### config.mk
export PLATFORM = sky130hd
export DESIGN_NAME = bounded_unique_set_table_top_flat
export DESIGN_NICKNAME = d
export VERILOG_FILES = /design/src/bust_pkg.sv /design/src/bust_req_if.sv /design/src/bust_rsp_if.sv /design/src/bounded_unique_set_table_top.sv /design/src/bust_ram.sv /design/src/bust_dp.sv /design/src/bust_ctrl.sv /design/src/flat_wrapper.sv
export SDC_FILE = /design/constraint.sdc
export NUM_CORES = 1
export LEC_CHECK = 0
export ABC_AREA = 0
export BUFFER_PORTS_ARGS = -buffer_cell sky130_fd_sc_hd__buf_2
export CORE_ASPECT_RATIO = 1.1
export CORE_MARGIN = 2
export CORE_UTILIZATION = 46
export CTS_BUF_LIST = sky130_fd_sc_hd__clkbuf_2 sky130_fd_sc_hd__clkbuf_4 sky130_fd_sc_hd__clkbuf_8
export DETAILED_ROUTE_END_ITERATION = 16
export GPL_ROUTABILITY_DRIVEN = 1
export HOLD_SLACK_MARGIN = 0.08
export PLACE_DENSITY = 0.59
export SLEW_MARGIN = 20
export SYNTH_ARGS = -nofsm -noshare
export SYNTH_HDL_FRONTEND = slang
export SYNTH_SLANG_ARGS = --single-unit
export TNS_END_PERCENT = 5
### constraint.sdc
create_clock -name clock -period 6.1 [get_ports clock]
set_input_delay 0.61 -clock clock [delete_from_list [all_inputs] [get_ports clock]]
set_output_delay 0.61 -clock clock [all_outputs]
set_load 0.05 [all_outputs]
### src/bust_pkg.sv
// Package for the bounded unique set table: shared constants, codes and the
// command/status structs between the controller and the datapath.
// No dependencies.
`timescale 1ns / 1ps
`default_nettype none

package bust_pkg;

   localparam int CAPACITY_DEF = 16;
   localparam int VALUE_W      = 32;
   localparam int COUNT_W      = 5;

   typedef enum logic [1:0] {
      ACT_LOOKUP = 2'd0,
      ACT_INSERT = 2'd1,
      ACT_DELETE = 2'd2,
      ACT_CLEAR  = 2'd3
   } action_type;

   typedef enum logic [1:0] {
      ST_DONE   = 2'd0,
      ST_EXISTS = 2'd1,
      ST_FULL   = 2'd2,
      ST_MISS   = 2'd3
   } status_type;

   // Commands from the controller to the datapath.
   typedef struct packed {
      logic       load;
      logic       idx_inc;
      logic       ram_rd;
      logic       rd_next;
      logic       ram_we;
      logic       wr_shift;
      logic       count_inc;
      logic       count_dec;
      logic       count_clear;
      logic       found_set;
      logic       res_we;
      logic       res_hit;
      status_type res_status;
      logic       rsp_load;
   } dp_cmd_type;

   // Status from the datapath to the controller.
   typedef struct packed {
      action_type action;
      logic       count_zero;
      logic       match;
      logic       scan_last;
      logic       shift_more;
      logic       full;
      logic       found;
      logic       rsp_free;
   } dp_sts_type;

endpackage

`default_nettype wire

### src/bust_req_if.sv
// Request channel of the set table: valid/ready plus action and value.
// Depends on bust_pkg.
`timescale 1ns / 1ps
`default_nettype none

interface bust_req_if;
   logic                                valid;
   logic                                ready;
   bust_pkg::action_type                action;
   logic signed [bust_pkg::VALUE_W-1:0] value;

   modport source (output valid, output action, output value, input ready);
   modport sink   (input valid, input action, input value, output ready);
endinterface

`default_nettype wire

### src/bust_rsp_if.sv
// Response channel of the set table: valid/ready plus hit, status and count.
// Depends on bust_pkg.
`timescale 1ns / 1ps
`default_nettype none

interface bust_rsp_if;
   logic                         valid;
   logic                         ready;
   logic                         hit;
   bust_pkg::status_type         status;
   logic [bust_pkg::COUNT_W-1:0] count;

   modport source (output valid, output hit, output status, output count, input ready);
   modport sink   (input valid, input hit, input status, input count, output ready);
endinterface

`default_nettype wire

### src/bounded_unique_set_table_top.sv
// Bounded unique set table: one item at a time; lookup, insert, delete, clear.
// After acceptance an item passes a start state, a read and a compare state per
// entry scanned in the RAM (up to the count), and a resolve state; a hit delete then
// reads and writes back each entry moved down; the RAM has a single read port.
// A new item is taken only in the cycle after a result enters the output register.
// Synchronous reset empties the set at once; entry contents are left unwritten.
`timescale 1ns / 1ps
`default_nettype none

module bounded_unique_set_table_top #(
   parameter int CAPACITY = bust_pkg::CAPACITY_DEF
) (
   input  wire logic   clock,
   input  wire logic   reset,
   bust_req_if.sink    req,
   bust_rsp_if.source  rsp
);

   bust_pkg::dp_cmd_type cmd;
   bust_pkg::dp_sts_type sts;

   bust_ctrl u_ctrl (
      .clock     (clock),
      .reset     (reset),
      .req_valid (req.valid),
      .req_ready (req.ready),
      .cmd       (cmd),
      .sts       (sts)
   );

   bust_dp #(
      .CAPACITY (CAPACITY)
   ) u_dp (
      .clock      (clock),
      .reset      (reset),
      .cmd        (cmd),
      .sts        (sts),
      .req_action (req.action),
      .req_value  (req.value),
      .rsp_valid  (rsp.valid),
      .rsp_ready  (rsp.ready),
      .rsp_hit    (rsp.hit),
      .rsp_status (rsp.status),
      .rsp_count  (rsp.count)
   );

endmodule

`default_nettype wire

### src/bust_ram.sv
// Generic single write port, single read port RAM with registered read data.
// No dependencies.
`timescale 1ns / 1ps
`default_nettype none

module bust_ram #(
   parameter int WIDTH = 32,
   parameter int DEPTH = 16
) (
   input  wire logic                                 clock,
   input  wire logic                                 we,
   input  wire logic [(DEPTH > 1 ? $clog2(DEPTH) : 1)-1:0] wr_addr,
   input  wire logic [WIDTH-1:0]                     wr_data,
   input  wire logic                                 rd_en,
   input  wire logic [(DEPTH > 1 ? $clog2(DEPTH) : 1)-1:0] rd_addr,
   output logic      [WIDTH-1:0]                     rd_data
);

   logic [WIDTH-1:0] mem_ff [DEPTH];
   logic [WIDTH-1:0] rd_data_ff;

   always_ff @(posedge clock) begin
      if (we) begin
         mem_ff[wr_addr] <= wr_data;
      end
      if (rd_en) begin
         rd_data_ff <= mem_ff[rd_addr];
      end
   end

   assign rd_data = rd_data_ff;

endmodule

`default_nettype wire

### src/bust_dp.sv
// Datapath of the set table: entry RAM, count, scan index, item and result
// registers, and the output register of the response channel.
// Depends on bust_pkg and bust_ram.
`timescale 1ns / 1ps
`default_nettype none

module bust_dp #(
   parameter int CAPACITY = bust_pkg::CAPACITY_DEF
) (
   input  wire logic                                clock,
   input  wire logic                                reset,
   input  wire bust_pkg::dp_cmd_type                cmd,
   output bust_pkg::dp_sts_type                     sts,
   input  wire bust_pkg::action_type                req_action,
   input  wire logic signed [bust_pkg::VALUE_W-1:0] req_value,
   output logic                                     rsp_valid,
   input  wire logic                                rsp_ready,
   output logic                                     rsp_hit,
   output bust_pkg::status_type                     rsp_status,
   output logic [bust_pkg::COUNT_W-1:0]             rsp_count
);

   localparam int AW = (CAPACITY > 1) ? $clog2(CAPACITY) : 1;
   localparam int CW = $clog2(CAPACITY + 1);

   bust_pkg::action_type            action_ff;
   logic [bust_pkg::VALUE_W-1:0]    value_ff;
   logic [CW-1:0]                   idx_ff, idx_in;
   logic [CW-1:0]                   count_ff, count_in;
   logic [CW-1:0]                   idx_next;
   logic                            found_ff;
   logic                            hit_ff;
   bust_pkg::status_type            status_ff;
   logic                            rsp_valid_ff;
   logic                            rsp_hit_ff;
   bust_pkg::status_type            rsp_status_ff;
   logic [bust_pkg::COUNT_W-1:0]    rsp_count_ff;

   logic [AW-1:0]                   rd_addr, wr_addr;
   logic [bust_pkg::VALUE_W-1:0]    rd_data, wr_data;

   assign idx_next = idx_ff + CW'(1);

   // Reads go to the scan index, or one above it while compacting.
   assign rd_addr = cmd.rd_next ? idx_next[AW-1:0] : idx_ff[AW-1:0];
   // An append writes at the count; a compaction step writes back one place down.
   assign wr_addr = cmd.wr_shift ? idx_ff[AW-1:0] : count_ff[AW-1:0];
   assign wr_data = cmd.wr_shift ? rd_data : value_ff;

   bust_ram #(
      .WIDTH (bust_pkg::VALUE_W),
      .DEPTH (CAPACITY)
   ) u_ram (
      .clock   (clock),
      .we      (cmd.ram_we),
      .wr_addr (wr_addr),
      .wr_data (wr_data),
      .rd_en   (cmd.ram_rd),
      .rd_addr (rd_addr),
      .rd_data (rd_data)
   );

   always_comb begin
      idx_in = idx_ff;
      if (cmd.load) begin
         idx_in = '0;
      end else if (cmd.idx_inc) begin
         idx_in = idx_next;
      end
   end

   always_comb begin
      count_in = count_ff;
      priority if (cmd.count_clear) begin
         count_in = '0;
      end else if (cmd.count_inc) begin
         count_in = count_ff + CW'(1);
      end else if (cmd.count_dec) begin
         count_in = count_ff - CW'(1);
      end
   end

   always_ff @(posedge clock) begin
      if (reset) begin
         count_ff     <= '0;
         idx_ff       <= '0;
         found_ff     <= 1'b0;
         rsp_valid_ff <= 1'b0;
      end else begin
         count_ff <= count_in;
         idx_ff   <= idx_in;
         if (cmd.load) begin
            found_ff <= 1'b0;
         end else if (cmd.found_set) begin
            found_ff <= 1'b1;
         end
         if (cmd.rsp_load) begin
            rsp_valid_ff <= 1'b1;
         end else if (rsp_ready) begin
            rsp_valid_ff <= 1'b0;
         end
      end
   end

   always_ff @(posedge clock) begin
      if (cmd.load) begin
         action_ff <= req_action;
         value_ff  <= req_value;
      end
      if (cmd.res_we) begin
         hit_ff    <= cmd.res_hit;
         status_ff <= cmd.res_status;
      end
      if (cmd.rsp_load) begin
         rsp_hit_ff    <= hit_ff;
         rsp_status_ff <= status_ff;
         rsp_count_ff  <= bust_pkg::COUNT_W'(count_ff);
      end
   end

   always_comb begin
      sts.action     = action_ff;
      sts.count_zero = (count_ff == '0);
      sts.match      = (rd_data == value_ff);
      sts.scan_last  = (idx_next == count_ff);
      sts.shift_more = (idx_next < count_ff);
      sts.full       = (count_ff == CW'(CAPACITY));
      sts.found      = found_ff;
      sts.rsp_free   = !rsp_valid_ff || rsp_ready;
   end

   assign rsp_valid  = rsp_valid_ff;
   assign rsp_hit    = rsp_hit_ff;
   assign rsp_status = rsp_status_ff;
   assign rsp_count  = rsp_count_ff;

endmodule

`default_nettype wire

### src/bust_ctrl.sv
// Controller of the set table: sequences the scan, the append or the
// compaction, and the hand-off of each result to the output register.
// Depends on bust_pkg.
`timescale 1ns / 1ps
`default_nettype none

module bust_ctrl (
   input  wire logic                 clock,
   input  wire logic                 reset,
   input  wire logic                 req_valid,
   output logic                      req_ready,
   output bust_pkg::dp_cmd_type      cmd,
   input  wire bust_pkg::dp_sts_type sts
);

   typedef enum logic [2:0] {
      S_IDLE,
      S_START,
      S_READ,
      S_CMP,
      S_RESOLVE,
      S_SHIFT_RD,
      S_SHIFT_WR,
      S_FINISH
   } state_type;

   state_type state_ff, state_in;

   always_comb begin
      state_in  = state_ff;
      req_ready = 1'b0;
      cmd       = '0;
      cmd.res_status = bust_pkg::ST_DONE;
      unique case (state_ff)
         S_IDLE: begin
            req_ready = 1'b1;
            if (req_valid) begin
               cmd.load = 1'b1;
               state_in = S_START;
            end
         end
         S_START: begin
            if (sts.action == bust_pkg::ACT_CLEAR || sts.count_zero) begin
               state_in = S_RESOLVE;
            end else begin
               state_in = S_READ;
            end
         end
         S_READ: begin
            cmd.ram_rd = 1'b1;
            state_in   = S_CMP;
         end
         S_CMP: begin
            // The index stays on the first match, which is where compaction starts.
            priority if (sts.match) begin
               cmd.found_set = 1'b1;
               state_in      = S_RESOLVE;
            end else if (sts.scan_last) begin
               state_in = S_RESOLVE;
            end else begin
               cmd.idx_inc = 1'b1;
               state_in    = S_READ;
            end
         end
         S_RESOLVE: begin
            cmd.res_we  = 1'b1;
            cmd.res_hit = sts.found;
            state_in    = S_FINISH;
            unique case (sts.action)
               bust_pkg::ACT_LOOKUP: begin
                  cmd.res_status = sts.found ? bust_pkg::ST_DONE : bust_pkg::ST_MISS;
               end
               bust_pkg::ACT_INSERT: begin
                  priority if (sts.found) begin
                     cmd.res_status = bust_pkg::ST_EXISTS;
                  end else if (sts.full) begin
                     cmd.res_status = bust_pkg::ST_FULL;
                  end else begin
                     cmd.ram_we     = 1'b1;
                     cmd.count_inc  = 1'b1;
                     cmd.res_status = bust_pkg::ST_DONE;
                  end
               end
               bust_pkg::ACT_DELETE: begin
                  if (sts.found) begin
                     cmd.res_status = bust_pkg::ST_DONE;
                     state_in       = S_SHIFT_RD;
                  end else begin
                     cmd.res_status = bust_pkg::ST_MISS;
                  end
               end
               bust_pkg::ACT_CLEAR: begin
                  cmd.res_hit     = 1'b0;
                  cmd.count_clear = 1'b1;
                  cmd.res_status  = bust_pkg::ST_DONE;
               end
               default: begin
                  cmd.res_status = bust_pkg::ST_DONE;
               end
            endcase
         end
         S_SHIFT_RD: begin
            if (sts.shift_more) begin
               cmd.ram_rd  = 1'b1;
               cmd.rd_next = 1'b1;
               state_in    = S_SHIFT_WR;
            end else begin
               cmd.count_dec = 1'b1;
               state_in      = S_FINISH;
            end
         end
         S_SHIFT_WR: begin
            cmd.ram_we   = 1'b1;
            cmd.wr_shift = 1'b1;
            cmd.idx_inc  = 1'b1;
            state_in     = S_SHIFT_RD;
         end
         S_FINISH: begin
            if (sts.rsp_free) begin
               cmd.rsp_load = 1'b1;
               state_in     = S_IDLE;
            end
         end
         default: begin
            state_in = S_IDLE;
         end
      endcase
   end

   always_ff @(posedge clock) begin
      if (reset) begin
         state_ff <= S_IDLE;
      end else begin
         state_ff <= state_in;
      end
   end

endmodule

`default_nettype wire

### src/flat_wrapper.sv
// flat-port wrapper written by rule: the top's interface ports become plain ports
module bounded_unique_set_table_top_flat 
#(
   parameter int CAPACITY = bust_pkg::CAPACITY_DEF
)
  (clock, reset, req_valid, req_action, req_value, req_ready, rsp_valid, rsp_hit, rsp_status, rsp_count, rsp_ready);
  bust_req_if req_i ();
  bust_rsp_if rsp_i ();
  input  wire logic clock;
  input  wire logic reset;
  input wire logic [$bits(req_i.valid)-1:0] req_valid;
  input wire logic [$bits(req_i.action)-1:0] req_action;
  input wire logic [$bits(req_i.value)-1:0] req_value;
  output wire logic [$bits(req_i.ready)-1:0] req_ready;
  output wire logic [$bits(rsp_i.valid)-1:0] rsp_valid;
  output wire logic [$bits(rsp_i.hit)-1:0] rsp_hit;
  output wire logic [$bits(rsp_i.status)-1:0] rsp_status;
  output wire logic [$bits(rsp_i.count)-1:0] rsp_count;
  input wire logic [$bits(rsp_i.ready)-1:0] rsp_ready;
  assign req_i.valid = req_valid;
  assign req_i.action = req_action;
  assign req_i.value = req_value;
  assign req_ready = req_i.ready;
  assign rsp_valid = rsp_i.valid;
  assign rsp_hit = rsp_i.hit;
  assign rsp_status = rsp_i.status;
  assign rsp_count = rsp_i.count;
  assign rsp_i.ready = rsp_ready;
  bounded_unique_set_table_top #(.CAPACITY(CAPACITY)) u_core (.clock(clock), .reset(reset), .req(req_i), .rsp(rsp_i));
endmodule
---- Word level (Yosys, flattened, before mapping) ----
Memory sizes are Yosys's and may differ from the RTL's. A register that Yosys moved wholly into a read port is not among the register bits.
Index checks and enable logic that the tools add are counted.
word-level totals
  flip-flop bits (word level) ............. 60
  latch bits .............................. 0
  bits in writable memories ............... 512
  bits in read-only memories .............. 0
  input port bits ......................... 38
  output and inout bits ................... 10
  word-level logic and storage cells ...... 93
  memories ................................ 1
operators by class
  add/subtract/negate cells ............... 3
  $mul .................................... 0
  div/mod/pow operators ................... 0
  order comparisons ....................... 1
  equal/unequal tests ..................... 15
  shift operators ......................... 0
  mux-type cells .......................... 47
  bitwise operators ....................... 1
  reductions and logical operators ........ 13
memories
  name                      depth  width  read ports  clocked after Yosys merged registers in  wr ports  line            RTL
  u_core.u_dp.u_ram.mem_ff  16     32     1           1                                        1         bust_ram.sv:19  logic [WIDTH-1:0] mem_ff [DEPTH];
operators by type and width
  kind                                              number
  == test 32 bit                                    1
  two-way mux 32 bit                                1
  two-way mux 1 bit                                 25
  case mux 3 bit (8 select lines)                   1
  two-way mux 3 bit                                 5
  == test 3 bit, second input constant              4
  two-way mux 2 bit                                 6
  two-way mux 4 bit                                 3
  adder 5 x 1 -> 5 bit, second input constant       2
  two-way mux 5 bit                                 2
  OR reduction 2 bit                                4
  == test 3 x 2 -> 1 bit, second input constant     2
  case mux 1 bit (2 select lines)                   3
  case mux 2 bit (3 select lines)                   1
  == test 5 bit                                     1
  == test 5 bit, second input constant              1
  zero test 5 bit                                   1
  < comparator 5 bit                                1
  subtractor 5 x 1 -> 5 bit, second input constant  1
  == test 2 bit, second input constant              2
  nonzero test 2 bit                                2
  == test 3 x 1 -> 1 bit, second input constant     1
  zero test 3 bit                                   1
  == test 2 x 1 -> 1 bit, second input constant     1
  7 further kinds                                   8

---- Depth between registers and ports, before layout ----
  word-level depth ........................ 7
  mapped depth ............................ 18
  mapped depth without buffers ............ 11

---- Modules after synthesis ----
From an unflattened synthesis, not the netlist that was laid out.
second synthesis, totals
  cell total of the unflattened synthesis .. 1122
  area, all modules ....................... 23440.0 um^2
by module, submodules not included
  module     times used  cells an instance  area an instance (um^2)  seq. area each (um^2)
  bust_ram   1           838                20155.6                  16335.7
  bust_dp    1           233                2937.8                   1591.5
  bust_ctrl  1           51                 346.6                    60.1

---- Worst setup path before layout ----
No wires, ideal clock.
  path type ............................... reg-to-reg
  start point ............................. register u_core.u_dp.idx_ff[1]
  end point ............................... register u_core.u_dp.u_ram.rd_data_ff[0], in the netlist u_core.u_dp.u_ram.rd_data[0] (read register of u_core.u_dp.u_ram.mem_ff), enable pin
  setup time .............................. 0.658 ns
  data arrival time ....................... 3.903 ns
  data required time ...................... 5.442 ns
  path slack .............................. 1.539 ns
  cell stages (with the launch flop) ...... 15
  path buffers ............................ 7
  clock period less this slack ............ 4.561 ns
  cells stage by stage .................... dfxtp_1 buf_2 clkbuf_1 clkbuf_1 clkbuf_1 nand3_1 xnor2_1 ha_1 nand4_1 o22a_1 buf_4 buf_4 buf_2 nand2_1 o21ai_0
RTL lines
  item                    line            RTL
  start, declared         bust_dp.sv:28   logic [CW-1:0] idx_ff, idx_in;
  start signal, assigned  bust_dp.sv:91   idx_ff <= idx_in;
  end, declared           bust_ram.sv:20  logic [WIDTH-1:0] rd_data_ff;

---- Final worst setup path ----
  start point ............................. register u_core.u_dp.idx_ff[0]
  end point ............................... register u_core.u_dp.u_ram.rd_data_ff[30], in the netlist u_core.u_dp.u_ram.rd_data[30] (read register of u_core.u_dp.u_ram.mem_ff), data pin
between the ends
  cells in the longest elaborated chain, start to end .. 5
  elaborated cells on any way between the ends .. 6
  those cells by class .................... 1 x add/sub; 1 x order compare; 4 x mux
RTL lines
  item                         line              RTL
  adder 5 x 1 -> 5 bit (*)     bust_dp.sv:42     assign idx_next = idx_ff + CW'(1);
  net u_core.u_dp.idx_next[4]  bust_dp.sv:30     logic [CW-1:0] idx_next;
  < comparator 5 bit (*)       bust_dp.sv:126    sts.shift_more = (idx_next < count_ff);
  two-way mux 2 bit (*)        bust_ctrl.sv:103  if (sts.shift_more) begin
  two-way mux 1 bit            bust_ctrl.sv:34   unique case (state_ff)
  two-way mux 4 bit            bust_dp.sv:45     assign rd_addr = cmd.rd_next ? idx_next[AW-1:0] : idx_ff[AW-1:0];
The timed path passes the listed nets; every way through them passes the cells marked *.
A chain may end at the register's enable or synchronous reset.

==> key figures <==
Run
  • Max-Cap Viols: 0

Power and ir drop
  • Pwr Total: 0.0129 W
  • Int Pwr: 0.00803 W
  • Sw frac: a little under two fifths
  • Largest vdd supply drop: 0.000710 V
  • Combinational fraction of design power: 31.4%
  • Clk pwr share: 27.3%
  • Flop pwr share: between 40% and 50%
  • PD cells: roughly 400 mW/mm²
  • Leak pwr: slightly below 10 nW
  • Psw: 0.00489 W

STA
  • Clock skew: approximately 46 ps
  • Final setup fails: 0
  • Setup_tns: 0 ps
  • Worst Slack Setup Final: 914 ps
  • Final Hold Fails: 0
  • Tmin final: 5190 ps
  • Pins over their slew limit: 0
  • RSZ-0062 raised after global routing: no
  • Worst-Margin Slew: 1170 ps
  • Slew HR: 21.5%
  • Fmax achieved: slightly below 200 MHz
  • Final Cycle Share: 85.0%

Logic synthesis
  • Sequential area share after synthesis: about 61%
  • Area fraction of the dominant cell type after synthesis: 60.0%
  • Post-synthesis cell count: between 2k and 2.5k
  • Count of flip-flops with a built-in enable after synthesis: ~590
  • Yosys warns: 0
  • Top-count cell post-synth: edfxtp_1
  • Synth area leader: edfxtp_1
  • Syn Nets: 2,283
  • Syn avg cell area: 13.2 µm²
  • Synth async-reset ratio: 0%
  • Seq cells post-synth: 604
  • Post-synth top cells: 589 x edfxtp_1, 235 x a211oi_1, 157 x clkbuf_1
  • Ys flop type: edfxtp_1
  • Synth area leaders: edfxtp_1 60%, a211oi_1 6.0%, o221ai_1 4.5%
  • Synth cell types: 71
  • Mapped Area: roughly 0.03 mm²

Clock tree
  • CTS tree: done
  • Clock Root Buffer: clkbuf_8
  • Clock Path Buffers: 3
  • Total CTS buffers: 100
  • Sink Count: slightly above 600
  • Reg clk slew, reported paths: 60 ps
  • Clk_lat worst skew: 720 ps
  • H-tree depth: 3

Cells and area
  • Synth-to-layout area growth: 10.7%
  • Design area: between 0.03 and 0.04 mm²
  • Sequential Area: 0.0180 mm²
  • # fillers: 5,389
  • Non-filler instance count after layout: 3,129
  • Multi-input logic area: between 0.01 and 0.015 mm²
  • # nets final: 2,255
  • Layout cells sized above 1: 18.8%

Status
  • Status: complete, no violations

Placed design
  • GPL Wtd Cong: between 0.8 and 0.9
  • DP Area: just over 0.03 mm²
  • Post-placement cell count: a little under 3k
  • # port buffers: 47
  • Post-DP HPWL: 48,300 µm
  • Dpl ws: around 1000 ps

Floorplan
  • Initial Utilization: a little under half
  • Num rows: 97
  • Die Span Y: 269 µm
  • Io pins: 48
  • CORE AREA: 0.0635 mm²
  • Width of the die: 245 µm
  • Die area: 0.0661 mm²

Route
  • DR DRC count: 0
  • Average routed wire per standard cell: 29.1 µm
  • DRT iter0 DRCs: 2,579
  • Post-DR vias/cell: 7.07
  • Post-Route WL: 91,100 µm
  • DR vias: between 20k and 25k
  • First-pass DRT Iterations: 6
  • Post-route ant nets: 0

Global routing
  • GRT overflow: 0
  • Largest net degree at the start of global routing: about 240
  • All-Layer GR Usage: 27.2%
  • Initial antenna violation count: 1
  • Vias in the first global route: 21.7k
  • Global-route wire length before repair: 137,000 µm

Critical path
  • Crit path arrival time: 5630 ps
  • Worst setup EP type: flip-flop
  • Req. time, crit path: 6550 ps
  • CP max FO: around 160
  • Worst setup SP type: flip-flop
  • Setup CP Type: flip-flop to flip-flop

Worst hold path
  • Hold Crit Class: input port to flip-flop
==> cell families (layout without fill, tap and decap cells) <==
logic type | count (synthesis) | after routing | share of synthesized area, %
fa+ha+maj | 10 | 10 | 0.450
mux | 13 | 13 | 0.628
other cells | 0 | 1 | 0
xor+xnor | 40 | 40 | 1.19
flops | 604 | 604 | 61.0
simple gates | 368 | 368 | 6.03
compound gates | 909 | 909 | 26.3
buf+inv | 291 | 343 | 4.39
==> cells in the final DEF, fill, tap and decap left out, types with 7 or more instances in the layout <==
master and instances:
edfxtp_1 589, a211oi_1 235, o221ai_1 153, nor3_1 123
nand2_1 112, o31ai_1 111, o221a_2 107, clkbuf_8 105
o32ai_1 56, o211ai_1 56, o32a_1 54, buf_4 54
buf_2 47, a211o_1 42, clkbuf_4 38, xor2_1 34
dlygate4sd3_1 33, nand4_1 31, nor2_1 31, clkinv_1 23
inv_1 17, nor2_4 17, dfxtp_1 13, or4_1 12
a21oi_1 11, clkinv_2 11, o211a_1 9, o22ai_1 9
nor4_1 9, ha_1 9, a221o_1 8, o311ai_0 7
a31oi_1 7, mux2i_1 7, o21ai_0 7, nand3_1 7
==> registers in the layout, indices dropped and copies added (netlist names) <==
| register | cells |
|---|---|
| u_core.u_ctrl.state_ff | 3 |
| u_core.u_dp.action_ff | 2 |
| u_core.u_dp.count_ff | 5 |
| u_core.u_dp.found_ff | 1 |
| u_core.u_dp.hit_ff | 1 |
| u_core.u_dp.idx_ff | 5 |
| u_core.u_dp.rsp_count | 5 |
| u_core.u_dp.rsp_hit | 1 |
| u_core.u_dp.rsp_status | 2 |
| u_core.u_dp.rsp_valid | 1 |
| u_core.u_dp.status_ff | 2 |
| u_core.u_dp.u_ram.mem_ff | 512 |
| u_core.u_dp.u_ram.rd_data | 32 |
| u_core.u_dp.value_ff | 32 |
==> power by group through the flow <==
stage | sequential [W] | combinational [W] | clock, W
5_1_grt | 0.00535 | 0.00433 | 0.00376
6_report | 0.00534 | 0.00405 | 0.00352
3_3_place_gp | 0.00542 | 0.00382 | 0
3_5_place_dp | 0.00542 | 0.00396 | 0
4_1_cts | 0.00533 | 0.00398 | 0.00356
2_1_floorplan | 0.00528 | 0.00299 | 0
==> routing by layer <==
layer | global-route usage [%] | up-vias | wire (µm)
li1 | - | 9573 | -
met1 | 35.5 | 11400 | 36400
met2 | 44.9 | 970 | 44700
met3 | 3.44 | 197 | 6050
met4 | 13.2 | 0 | 4020
met5 | 0 | - | 0
==> final cells by class <==
cell class / count / share of cell area (%)
inverter: 18 / 0.215
tap: 841 / 3.23
multi-input combinational: 1340 / 31.9
sequential: 604 / 55.2
antenna: 1 / 0.00767
timing repair buffer: 143 / 3.56
clock inverter: 39 / 0.633
clock buffer: 143 / 5.30
==> stage by stage <==
| step | hold slack, ps | utilization, % |
|---|---|---|
| detailed placement | 406 | 47.8 |
| floorplan | 400 | - |
| finish | 123 | 51.4 |
| global route | 108 | 51.4 |
| CTS | 80.1 | 51.3 |
| global placement | 405 | 47.7 |
==> critical path: stages (launching register included) <==
cell and delay [ps]:
dfxtp_4 600, ha_1 450, inv_1 140, nor2_1 200
xor2_1 190, ha_1 290, nand4_1 220, o22a_4 230
buf_12 520, nand3_1 370, mux2i_4 810, buf_4 390
o22ai_1 140, a311o_1 300
==> path summary, 6_finish.rpt <==
path                                 start  slack (ps)                             to  depth (start not counted)
setup reg to reg     u_core.u_dp.idx_ff[0]         910  u_core.u_dp.u_ram.rd_data[30]                         13
hold / removal               req_value[10]         120       u_core.u_dp.value_ff[10]                          1
setup / recovery     u_core.u_dp.idx_ff[0]         910  u_core.u_dp.u_ram.rd_data[30]                         13
hold reg to reg   u_core.u_dp.status_ff[0]         420      u_core.u_dp.rsp_status[0]                          0
==> repair_timing <==
item / in CTS / in global routing
buffers inserted: 0 / 0
hold endpoints to repair: 33 / 0
hold buffers: 33 / 0
gates resized for setup: 0 / 0
Power figures use the tool's default switching activity.
